$ cat config.mk
export PLATFORM = sky130hd
export DESIGN_NAME = substring_presence_matcher_top
export DESIGN_NICKNAME = d
export VERILOG_FILES = /design/src/spm_pkg.sv /design/src/spm_match.sv /design/src/substring_presence_matcher_top.sv
export SDC_FILE = /design/constraint.sdc
export NUM_CORES = 1
export LEC_CHECK = 0
export BUFFER_PORTS_ARGS = -buffer_cell sky130_fd_sc_hd__buf_2
export CORE_MARGIN = 3
export CORE_UTILIZATION = 40
export CTS_CLUSTER_DIAMETER = 50
export CTS_CLUSTER_SIZE = 25
export DETAILED_ROUTE_END_ITERATION = 12
export PLACE_DENSITY_LB_ADDON = 0.12
export SYNTH_ARGS = -nofsm -noshare
export SYNTH_HDL_FRONTEND = slang
export SYNTH_SLANG_ARGS = --single-unit
$ cat constraint.sdc
create_clock -name clk -period 7.6 [get_ports clk]
set_input_delay 0.38 -clock clk [delete_from_list [all_inputs] [get_ports clk]]
set_output_delay 0.38 -clock clk [all_outputs]
set_load 0.02 [all_outputs]
$ cat src/spm_pkg.sv
package spm_pkg;

	// default and upper bound of the pattern window
	localparam int MaxPatternDefault = 16;
	localparam int PatternBytesMax   = 16;

	// configuration register file
	localparam int CfgDataW  = 64;
	localparam int CfgIndexW = 2;
	localparam int LenW      = 5;

	localparam logic [CfgIndexW-1:0] REG_PATTERN_LOW    = 2'd0;
	localparam logic [CfgIndexW-1:0] REG_PATTERN_HIGH   = 2'd1;
	localparam logic [CfgIndexW-1:0] REG_PATTERN_LENGTH = 2'd2;
	localparam logic [CfgIndexW-1:0] REG_EXACT_CASE     = 2'd3;

	localparam logic [7:0] ASCII_UPPER_A = 8'h41;
	localparam logic [7:0] ASCII_UPPER_Z = 8'h5A;
	localparam logic [7:0] ASCII_CASE_OFFSET = 8'h20;

	// fold ascii upper case to lower when the compare is case blind
	function automatic logic [7:0] fold_byte(input logic [7:0] c, input logic case_sens);
		logic [7:0] r;
		r = c;
		if (!case_sens && c >= ASCII_UPPER_A && c <= ASCII_UPPER_Z) begin
			r = c + ASCII_CASE_OFFSET;
		end
		return r;
	endfunction

endpackage

$ cat src/spm_match.sv
module spm_match #(
	parameter int MAX_PATTERN = spm_pkg::MaxPatternDefault,
	parameter int CNT_W = $clog2(MAX_PATTERN + 1),
	parameter int IDX_W = (MAX_PATTERN > 1) ? $clog2(MAX_PATTERN) : 1
) (
	input  logic [7:0]                      window [MAX_PATTERN],
	input  logic [8*spm_pkg::PatternBytesMax-1:0] pattern,
	input  logic [CNT_W-1:0]                pat_len,
	input  logic                            exact_case,
	output logic                            match
);

	logic [MAX_PATTERN-1:0] lane_ok;

	// one lane per pattern byte; pattern byte j lines up with window age len-1-j
	for (genvar j = 0; j < MAX_PATTERN; j++) begin : g_lane
		logic [CNT_W-1:0] age;
		logic [7:0]       txt;
		logic [7:0]       pat;
		assign age = pat_len - CNT_W'(1) - CNT_W'(j);
		assign txt = spm_pkg::fold_byte(window[age[IDX_W-1:0]], exact_case);
		assign pat = spm_pkg::fold_byte(pattern[8*j +: 8], exact_case);
		assign lane_ok[j] = (CNT_W'(j) >= pat_len) || (txt == pat);
	end

	assign match = &lane_ok;

endmodule

$ cat src/substring_presence_matcher_top.sv
// Streaming substring detector. One text byte is taken per transfer and one
// result comes back per byte: found is high once the configured pattern (up to
// MAX_PATTERN bytes, case blind on ASCII letters when the exact-case register is
// 0) has appeared anywhere in the text so far, including the current byte; an
// empty pattern always reports found. is_last echoes end_of_text, and after that
// byte the window, count and found flag clear for the next text. Throughput is
// one byte per clock while the result side is ready: the whole window is
// compared against the pattern in parallel in a single stage, and a byte passes
// through the input register, then the result register, before its result is
// valid. Write the configuration registers only while no text is in flight.
module substring_presence_matcher_top #(
	parameter int MAX_PATTERN = spm_pkg::MaxPatternDefault
) (
	input  logic                           clk,
	input  logic                           arst_n,
	// configuration write port
	input  logic                           cfg_write,
	input  logic [spm_pkg::CfgIndexW-1:0]  cfg_index,
	input  logic [spm_pkg::CfgDataW-1:0]   cfg_data,
	// text channel
	input  logic                           text_valid,
	output logic                           text_ready,
	input  logic [7:0]                     text_byte,
	input  logic                           end_of_text,
	// result channel
	output logic                           result_valid,
	input  logic                           result_ready,
	output logic                           found,
	output logic                           is_last
);

	localparam int CNT_W = $clog2(MAX_PATTERN + 1);

	// configuration registers
	logic [spm_pkg::CfgDataW-1:0] pat_low_q;
	logic [spm_pkg::CfgDataW-1:0] pat_high_q;
	logic [spm_pkg::LenW-1:0]     pat_len_q;
	logic                         case_sens_q;

	// input stage
	logic       valid_s1;
	logic [7:0] byte_s1;
	logic       last_s1;

	// search state
	logic [7:0]       win_q [MAX_PATTERN];
	logic [7:0]       win_nx [MAX_PATTERN];
	logic [CNT_W-1:0] seen_q;
	logic [CNT_W-1:0] seen_nx;
	logic             found_flag_q;
	logic             found_nx;

	// result register
	logic res_valid_q;
	logic res_found_q;
	logic res_last_q;

	logic             advance;
	logic             text_xfer;
	logic [CNT_W-1:0] len_eff;
	logic             match;

	assign advance    = valid_s1 && (!res_valid_q || result_ready);
	assign text_ready = !valid_s1 || advance;
	assign text_xfer  = text_valid && text_ready;

	// configuration writes
	always_ff @(posedge clk or negedge arst_n) begin
		if (!arst_n) begin
			pat_low_q   <= '0;
			pat_high_q  <= '0;
			pat_len_q   <= '0;
			case_sens_q <= 1'b1;
		end else if (cfg_write) begin
			case (cfg_index)
				spm_pkg::REG_PATTERN_LOW:    pat_low_q   <= cfg_data;
				spm_pkg::REG_PATTERN_HIGH:   pat_high_q  <= cfg_data;
				spm_pkg::REG_PATTERN_LENGTH: pat_len_q   <= cfg_data[spm_pkg::LenW-1:0];
				spm_pkg::REG_EXACT_CASE:     case_sens_q <= cfg_data[0];
				default: ;
			endcase
		end
	end

	// pattern length clipped to the window size
	assign len_eff = (pat_len_q > spm_pkg::LenW'(MAX_PATTERN)) ?
		CNT_W'(MAX_PATTERN) : CNT_W'(pat_len_q);

	// input register
	always_ff @(posedge clk or negedge arst_n) begin
		if (!arst_n) begin
			valid_s1 <= 1'b0;
		end else if (text_ready) begin
			valid_s1 <= text_valid;
		end
	end

	always_ff @(posedge clk) begin
		if (text_xfer) begin
			byte_s1 <= text_byte;
			last_s1 <= end_of_text;
		end
	end

	// window with the new byte shifted in at age zero
	always_comb begin
		win_nx[0] = byte_s1;
		for (int i = 1; i < MAX_PATTERN; i++) begin
			win_nx[i] = win_q[i-1];
		end
	end

	assign seen_nx = (seen_q < CNT_W'(MAX_PATTERN)) ? seen_q + CNT_W'(1) : seen_q;

	spm_match #(
		.MAX_PATTERN(MAX_PATTERN)
	) u_match (
		.window    (win_nx),
		.pattern   ({pat_high_q, pat_low_q}),
		.pat_len   (len_eff),
		.exact_case(case_sens_q),
		.match     (match)
	);

	assign found_nx = found_flag_q || (len_eff == '0) || ((seen_nx >= len_eff) && match);

	// search state update, cleared after the last byte of a text
	always_ff @(posedge clk or negedge arst_n) begin
		if (!arst_n) begin
			for (int i = 0; i < MAX_PATTERN; i++) begin
				win_q[i] <= '0;
			end
			seen_q       <= '0;
			found_flag_q <= 1'b0;
		end else if (advance) begin
			if (last_s1) begin
				for (int i = 0; i < MAX_PATTERN; i++) begin
					win_q[i] <= '0;
				end
				seen_q       <= '0;
				found_flag_q <= 1'b0;
			end else begin
				win_q        <= win_nx;
				seen_q       <= seen_nx;
				found_flag_q <= found_nx;
			end
		end
	end

	// result register
	always_ff @(posedge clk or negedge arst_n) begin
		if (!arst_n) begin
			res_valid_q <= 1'b0;
		end else if (advance) begin
			res_valid_q <= 1'b1;
		end else if (result_ready) begin
			res_valid_q <= 1'b0;
		end
	end

	always_ff @(posedge clk) begin
		if (advance) begin
			res_found_q <= found_nx;
			res_last_q  <= last_s1;
		end
	end

	assign result_valid = res_valid_q;
	assign found        = res_found_q;
	assign is_last      = res_last_q;

`ifndef SYNTHESIS
	// state is clear after the last byte of a text
	a_clear_after_last: assert property (@(posedge clk) disable iff (!arst_n)
		advance && last_s1 |=> seen_q == '0 && !found_flag_q)
		else $error("search state not cleared after end of text");

	// a flagged match stays reported for the rest of the text
	a_found_sticky: assert property (@(posedge clk) disable iff (!arst_n)
		advance && found_flag_q |=> res_found_q)
		else $error("found flag lost within a text");

	// an empty pattern always matches
	a_empty_pattern: assert property (@(posedge clk) disable iff (!arst_n)
		advance && pat_len_q == '0 |=> res_found_q)
		else $error("empty pattern did not report found");

	// a held result is never overwritten
	a_result_held: assert property (@(posedge clk) disable iff (!arst_n)
		res_valid_q && !result_ready |-> !advance)
		else $error("result overwritten while stalled");

	// byte count never passes the window size
	a_seen_bound: assert property (@(posedge clk) disable iff (!arst_n)
		seen_q <= CNT_W'(MAX_PATTERN))
		else $error("byte count out of range");
`endif

endmodule

### Word level (Yosys, flattened, before mapping)

Index checks and enable logic that the tools add are counted.

* register bits after elaboration: 273
* latch bits: 0
* RAM bits: 0
* memory bits (read-only): 0
* output and inout port bits: 4
* logic and storage cells: 395
* memories kept: 0

* add/subtract/negate cells: 49
* $mul: 0
* div/mod/pow operators: 0
* magnitude comparators: 99
* eq/ne operators: 19
* shift operators: 0
* mux-type cells: 87
* bitwise operators: 16
* reductions and logical operators: 98

Operators with widths (number)
* 8-bit binary-select mux with 4-bit select: 16
* 8-bit two-way mux: 64
* 8-bit by 6-bit adder with 8-bit output, second input constant: 32
* 8-bit by 7-bit >= comparator with 1-bit output, second input constant: 32
* 8-bit by 7-bit <= comparator with 1-bit output, second input constant: 32
* 8-bit == test: 16
* 128-bit two-way mux: 1
* 5-bit >= comparator, second input constant: 16
* 4-bit NOT with 5-bit output: 16
* 1-bit logical AND: 67
* 4-bit by 5-bit >= comparator with 1-bit output, first input constant: 8
* 4-bit subtractor, second input constant: 8
* 3-bit by 5-bit >= comparator with 1-bit output, first input constant: 4
* 1-bit logical OR: 20
* 16-bit AND reduction: 1
* 4-bit by 3-bit subtractor with 4-bit output, second input constant: 4
* 5-bit two-way mux: 3
* 1-bit by 5-bit >= comparator with 1-bit output, first input constant: 2
* 2-bit by 5-bit >= comparator with 1-bit output, first input constant: 2
* 2-bit AND reduction: 4
* 4-bit by 1-bit subtractor with 4-bit output, second input constant: 2
* 4-bit by 2-bit subtractor with 4-bit output, second input constant: 2
* 5-bit by 1-bit adder with 5-bit output, second input constant: 1
* 5-bit >= comparator: 1
* other kinds (9): 14

### Depth between registers and ports, before layout

* depth in word-level cells: 18
* gate-level depth with buffers: 25
* gate-level depth less buffers: 18

### Modules after synthesis

From an unflattened synthesis, not the netlist that was laid out.

* cell total of the unflattened synthesis: 2220
* area total of the unflattened synthesis: 23282.3 µm²

Modules (own cells, without submodules)
* spm_match: instances 1, cells an instance 1343, area an instance 11915.2 µm²
* substring_presence_matcher_top: instances 1, cells an instance 877, area an instance 11367.2 µm²

### Worst setup path before layout

No wires, ideal clock.

* path kind: reg-to-reg
* from: reg pat_len_q[4] (netlist name)
* to: reg found_flag_q
* data arrival time: 5.025 ns
* required time: 7.534 ns
* path slack: 2.510 ns
* cell stages (with the launch flop): 24
* cell sequence: dfrtp_1 buf_4 buf_6 buf_6 buf_2 buf_2 clkbuf_1 nand2b_1 ha_1 and4b_1 a21o_1 buf_2 xnor2_1 buf_4 nor2_1 nor2_1 ha_1 o41ai_1 xnor2_1 a32oi_1 a2111oi_2 and4_1 a31o_1 and2_1

* word-level cells in the longest chain between the ends: 18
* elaborated cells on any way between the ends: 233
* classes of those cells: add/sub: 32; order compare: 50; eq/ne: 16; mux: 66; bitwise: 16; reduce/logical: 53

RTL lines
* start, declared: line substring_presence_matcher_top.sv:37 `logic [spm_pkg::LenW-1:0] pat_len_q;`
* start signal, assigned: line substring_presence_matcher_top.sv:78 `spm_pkg::REG_PATTERN_LENGTH: pat_len_q <= cfg_data[spm_pkg::LenW-1:0];`
* 5-bit greater-than comparator: line substring_presence_matcher_top.sv:86 `assign len_eff = (pat_len_q > spm_pkg::LenW'(MAX_PATTERN)) ?`
* 5-bit two-way mux *: line substring_presence_matcher_top.sv:86
* 4-bit by 1-bit subtractor with 4-bit output: line spm_match.sv:20 `assign age = pat_len - CNT_W'(1) - CNT_W'(j);`
* 4-bit by 1-bit subtractor with 4-bit output (tied with other cells): line spm_match.sv:20
* 4-bit NOT with 5-bit output (not written as such): line spm_match.sv:21 `assign txt = spm_pkg::fold_byte(window[age[IDX_W-1:0]], exact_case);`
* 8-bit binary-select mux with 4-bit select: line spm_match.sv:21
* 8-bit two-way mux (not written as such) (2 in series): line spm_match.sv:21
* 8-bit by 7-bit >= comparator with 1-bit output: line spm_pkg.sv:25 `if (!case_sens && c >= ASCII_UPPER_A && c <= ASCII_UPPER_Z) begin`
* 1-bit logical AND (2 in series): line spm_pkg.sv:25
* 8-bit two-way mux: line spm_pkg.sv:25
* 8-bit == test: line spm_match.sv:23 `assign lane_ok[j] = (CNT_W'(j) >= pat_len) || (txt == pat);`
* 1-bit logical OR: line spm_match.sv:23
* 16-bit AND reduction: line spm_match.sv:26 `assign match = &lane_ok;`
* 1-bit logical AND: line substring_presence_matcher_top.sv:125 `assign found_nx = found_flag_q || (len_eff == '0) || ((seen_nx >= len_eff) && match);`
* 1-bit logical OR *: line substring_presence_matcher_top.sv:125
* named net found_nx: line substring_presence_matcher_top.sv:51 `logic found_nx;`
* 1-bit two-way mux *: line substring_presence_matcher_top.sv:136 `if (last_s1) begin`
* end signal, assigned: line substring_presence_matcher_top.sv:145 `found_flag_q <= found_nx;`
* end, declared: line substring_presence_matcher_top.sv:50 `logic found_flag_q;`

The timed path passes the listed nets; every way through them passes the cells marked *. The select of a mux whose other input is x is not followed.
A chain may end at the register's enable or synchronous reset.

### Worst setup path in the final report

* from: reg pat_len_q[0] (netlist name)
* to: reg found_flag_q

Same word-level chain as after synthesis.

==> metrics.yaml <==
worstPathCellList: "nand2b_1 -> ha_1 -> buf_4 -> nor2b_1 -> a21o_1 -> nand3_1 -> nand2_1 -> mux2i_1 -> ha_1 -> xnor3_1 -> nor2_1 -> mux2i_1 -> nor4b_1 -> nor4b_1 -> a21o_1 -> a31o_1 -> and2_1"
dp_hpwl_microns: 74900
reg2reg_slack_ns: 1.46
hold_start: "cfg_data[13]"
syn_area_sq_um: 24500
seq_power_share_pct: 22.0
synth_mux_area_share_pct: 23.9
cp-start-kind: "flip-flop"
dpl_cell_area_sq_um: 25300
die_h_microns: 253
yosysMostFrequentCell: "mux2i_1"
switching_share_pct: 46.7
min_to: "pat_high_q[13]$_DFFE_PN0P_"
postSynthAreaPerCell_sq_um: 9.19
antennaDiodeCount: 0
grt.busiest_layer: "met2"
overflow: 0
r2r_cells: 17
fin_util_pct: 44.6
grt_pass1_vias: 21200
r2r-start: "pat_len_q[0]$_DFFE_PN0P_"
clock-sinks: 273
wl_microns: 98200
cp_max_fo: 49
nNetsFinal: 2795
relSlewSlack_pct: 8.16
total_power_uw: 8680
outcome: "complete, no violations"
htreeDepth: 2
holdPathStages: 2
first_iter_violations: 2112
synth_top_area_share_pct: 26.7
synth_warnings: 0
max-cap-violations: 0
clk_pin_slew_ns: 0.06
critPathArrivalTime_ns: 6.66
synth_area_leaders: "dfrtp_1 (27%), mux2i_1 (12%), mux2_2 (7.9%)"
syn_to_final_growth_pct: 10.3
clkLatencyLatePin_ns: 0.60
synth-xor-area-share_pct: 5.60
min_path_type: "input port to flip-flop"
io_buffer_count: 83
ctsResizeCount: 0
die_w_microns: 253
cts_tree: "built"
use_met2_pct: 47.2
hold_viol: 0
grt_util_met1_pct: 39.4
synth_edf_count: 11
synth-async-reset-ratio_pct: 96.0
cts_made_buffers: 42
met3_usage_pct: 5.68
synth_commonest_cells: "mux2i_1 (284), nand2_1 (268), dfrtp_1 (261)"
slowest_stage: "dfrtp_4"
post-route-min-period_ns: 6.14
design_area_sq_um: 27000
max_freq_mhz: 163
finClkSkew_ns: 0.0321
ant_nets: 0
end_kind: "flip-flop"
cp_slowest_stage_delay_ns: 0.82
netlist-cell-type-count: 114
finalCritPeriodShare_pct: 80.8
synth_compound_area_share_pct: 16.8
p_per_area_nw_per_um2: 322
cts-root-buf: "clkbuf_16"
yosysSeqAreaShare_pct: 28.2
dr.pass1.iters: 6
synth-simple-area-share_pct: 18.8
antenna_found_initial: 2
synth_flop_cell: "dfrtp_1"
num_vias: 22000
ir_drop_mv: 0.204
power.leakage_uw: 0.0111
synth.largest_area_cell: "dfrtp_1"
grt_pass1_wl_microns: 144000
grt_max_degree: 134
drc: 0
core-area_sq_um: 60500
p_switching_uw: 4050
syn_inst: 2661
pwr-share-clk_pct: 23.3
wire_per_inst_microns: 28.2
rows: 90
place_congestion: 0.973
fin_tns_setup_ns: 0
dieArea_sq_um: 64100
slew_viol_final: 0
synth_adder_area_share_pct: 2.14
r2r_end: "found_flag_q$_DFFE_PN0P_"
critPathRequiredTime_ns: 8.12
dp_cells: 3396
cts_hold_buf: 16
worst_pin_slew_ns: 1.34
cts_buffer_depth: 3
crit_start: "pat_len_q[0]$_DFFE_PN0P_"
ys_seq_elements: 273
gr-usage-all-layers_pct: 30.2
rsz0062_at_grt: "false"
setup_viol: 0
drive_above_1_share_pct: 18.2
initial_utilization_pct: 40.4
viasPerCell: 6.32
fin_cells: 3489
crit_type: "flip-flop to flip-flop"
post-cts-setup-buffers: 0
synth_nets: 2782
io_pins: 84
internal-power_uw: 4620
combPwrFrac_pct: 54.7
synth_top_family_by_area: "multiplexers"
[power by group through the flow]
stage               combinational, uW  sequential, uW  clock, uW
floorplan                        3520            1800          0
global placement                 4630            1930          0
detailed placement               4690            1930          0
CTS                              4710            1910       2070
global route                     5100            1940       2130
finish                           4750            1910       2020
[per-layer routing]
layer / part of all wire (%) / vias up / wire [microns]
li1: - / 10000 / -
met1: 41 / 10900 / 40600
met2: 44 / 947 / 43700
met3: 7.7 / 235 / 7580
met4: 6.5 / 0 / 6360
met5: 0 / - / 0
[worst max-delay path, delay by kind of cell, from the launching register on]
kind | cells | cell delay, ns
adder cells (fa/ha/maj) | 2 | 0.82
AND/OR/NAND/NOR | 8 | 2.40
XOR/XNOR | 1 | 0.38
buffers and inverters | 1 | 0.30
flip-flops | 1 | 0.82
AO/OA/AOI/OAI | 3 | 0.88
multiplexers | 2 | 0.43
[layout by cell type (no fill, tap or decap), types with 38 or more instances in the layout]
cell type  Yosys  layout
mux4_2        46      46
xnor2_1       86      84
clkbuf_16      0      43
buf_4         14      50
a21oi_1       89      89
nand2b_1     133     133
ha_1          41      40
nor3_1        60      60
dfrtp_1      261     259
nand2_1      268     267
xor2_1        55      55
buf_2         59      82
nor2_1       137     137
o21ai_0      167     167
mux2_2       172     172
mux2i_1      284     284
nand3_1       38      38
[kinds of logic (layout without fill, tap and decap cells)]
kind of cell / after synthesis / count (layout)
mux: 504 / 504
compound gates: 601 / 601
simple gates: 876 / 876
buf+inv: 217 / 263
xor+xnor: 148 / 148
flops: 273 / 273
fa+ha+maj: 42 / 42
[final cells by class]
class / instances / area, sq um
fillers: 5844 / 33500
well taps: 782 / 978
multi-input cells: 2171 / 16500
inverters: 36 / 140
clock inverters: 34 / 390
clock buffers: 43 / 1080
repair buffers: 150 / 981
flip-flops and latches: 273 / 6890
[sequential cells by signal, summed over array words and instances (netlist names), 5 cells and up]
register and count:
win_nx 120, byte_s1 8, seen_q 5, pat_low_q 64
pat_high_q 64, pat_len_q 5
[stage by stage]
stage	setup slack, ns	hold slack (ns)
2_1_floorplan	2.51	0.0844
3_3_place_gp	1.75	0.363
3_5_place_dp	1.57	0.368
4_1_cts	1.50	0.00252
5_1_grt	0.967	0.0165
6_report	1.46	0.0298
[worst max-delay path by stage]
| stage | end | slack [ns] | depth (start not counted) |
|---|---|---|---|
| after global routing | found_flag_q$_DFFE_PN0P_ | 0.97 | 17 |
| final | found_flag_q$_DFFE_PN0P_ | 1.46 | 17 |
| after global placement | found_flag_q$_DFFE_PN0P_ | 1.75 | 16 |
| after floorplan | found_flag_q$_DFFE_PN0P_ | 2.51 | 23 |
| after detailed placement | found_flag_q$_DFFE_PN0P_ | 1.57 | 16 |
| after CTS | found_flag_q$_DFFE_PN0P_ | 1.50 | 16 |
No activity file was read; power rests on OpenSTA's default activity.
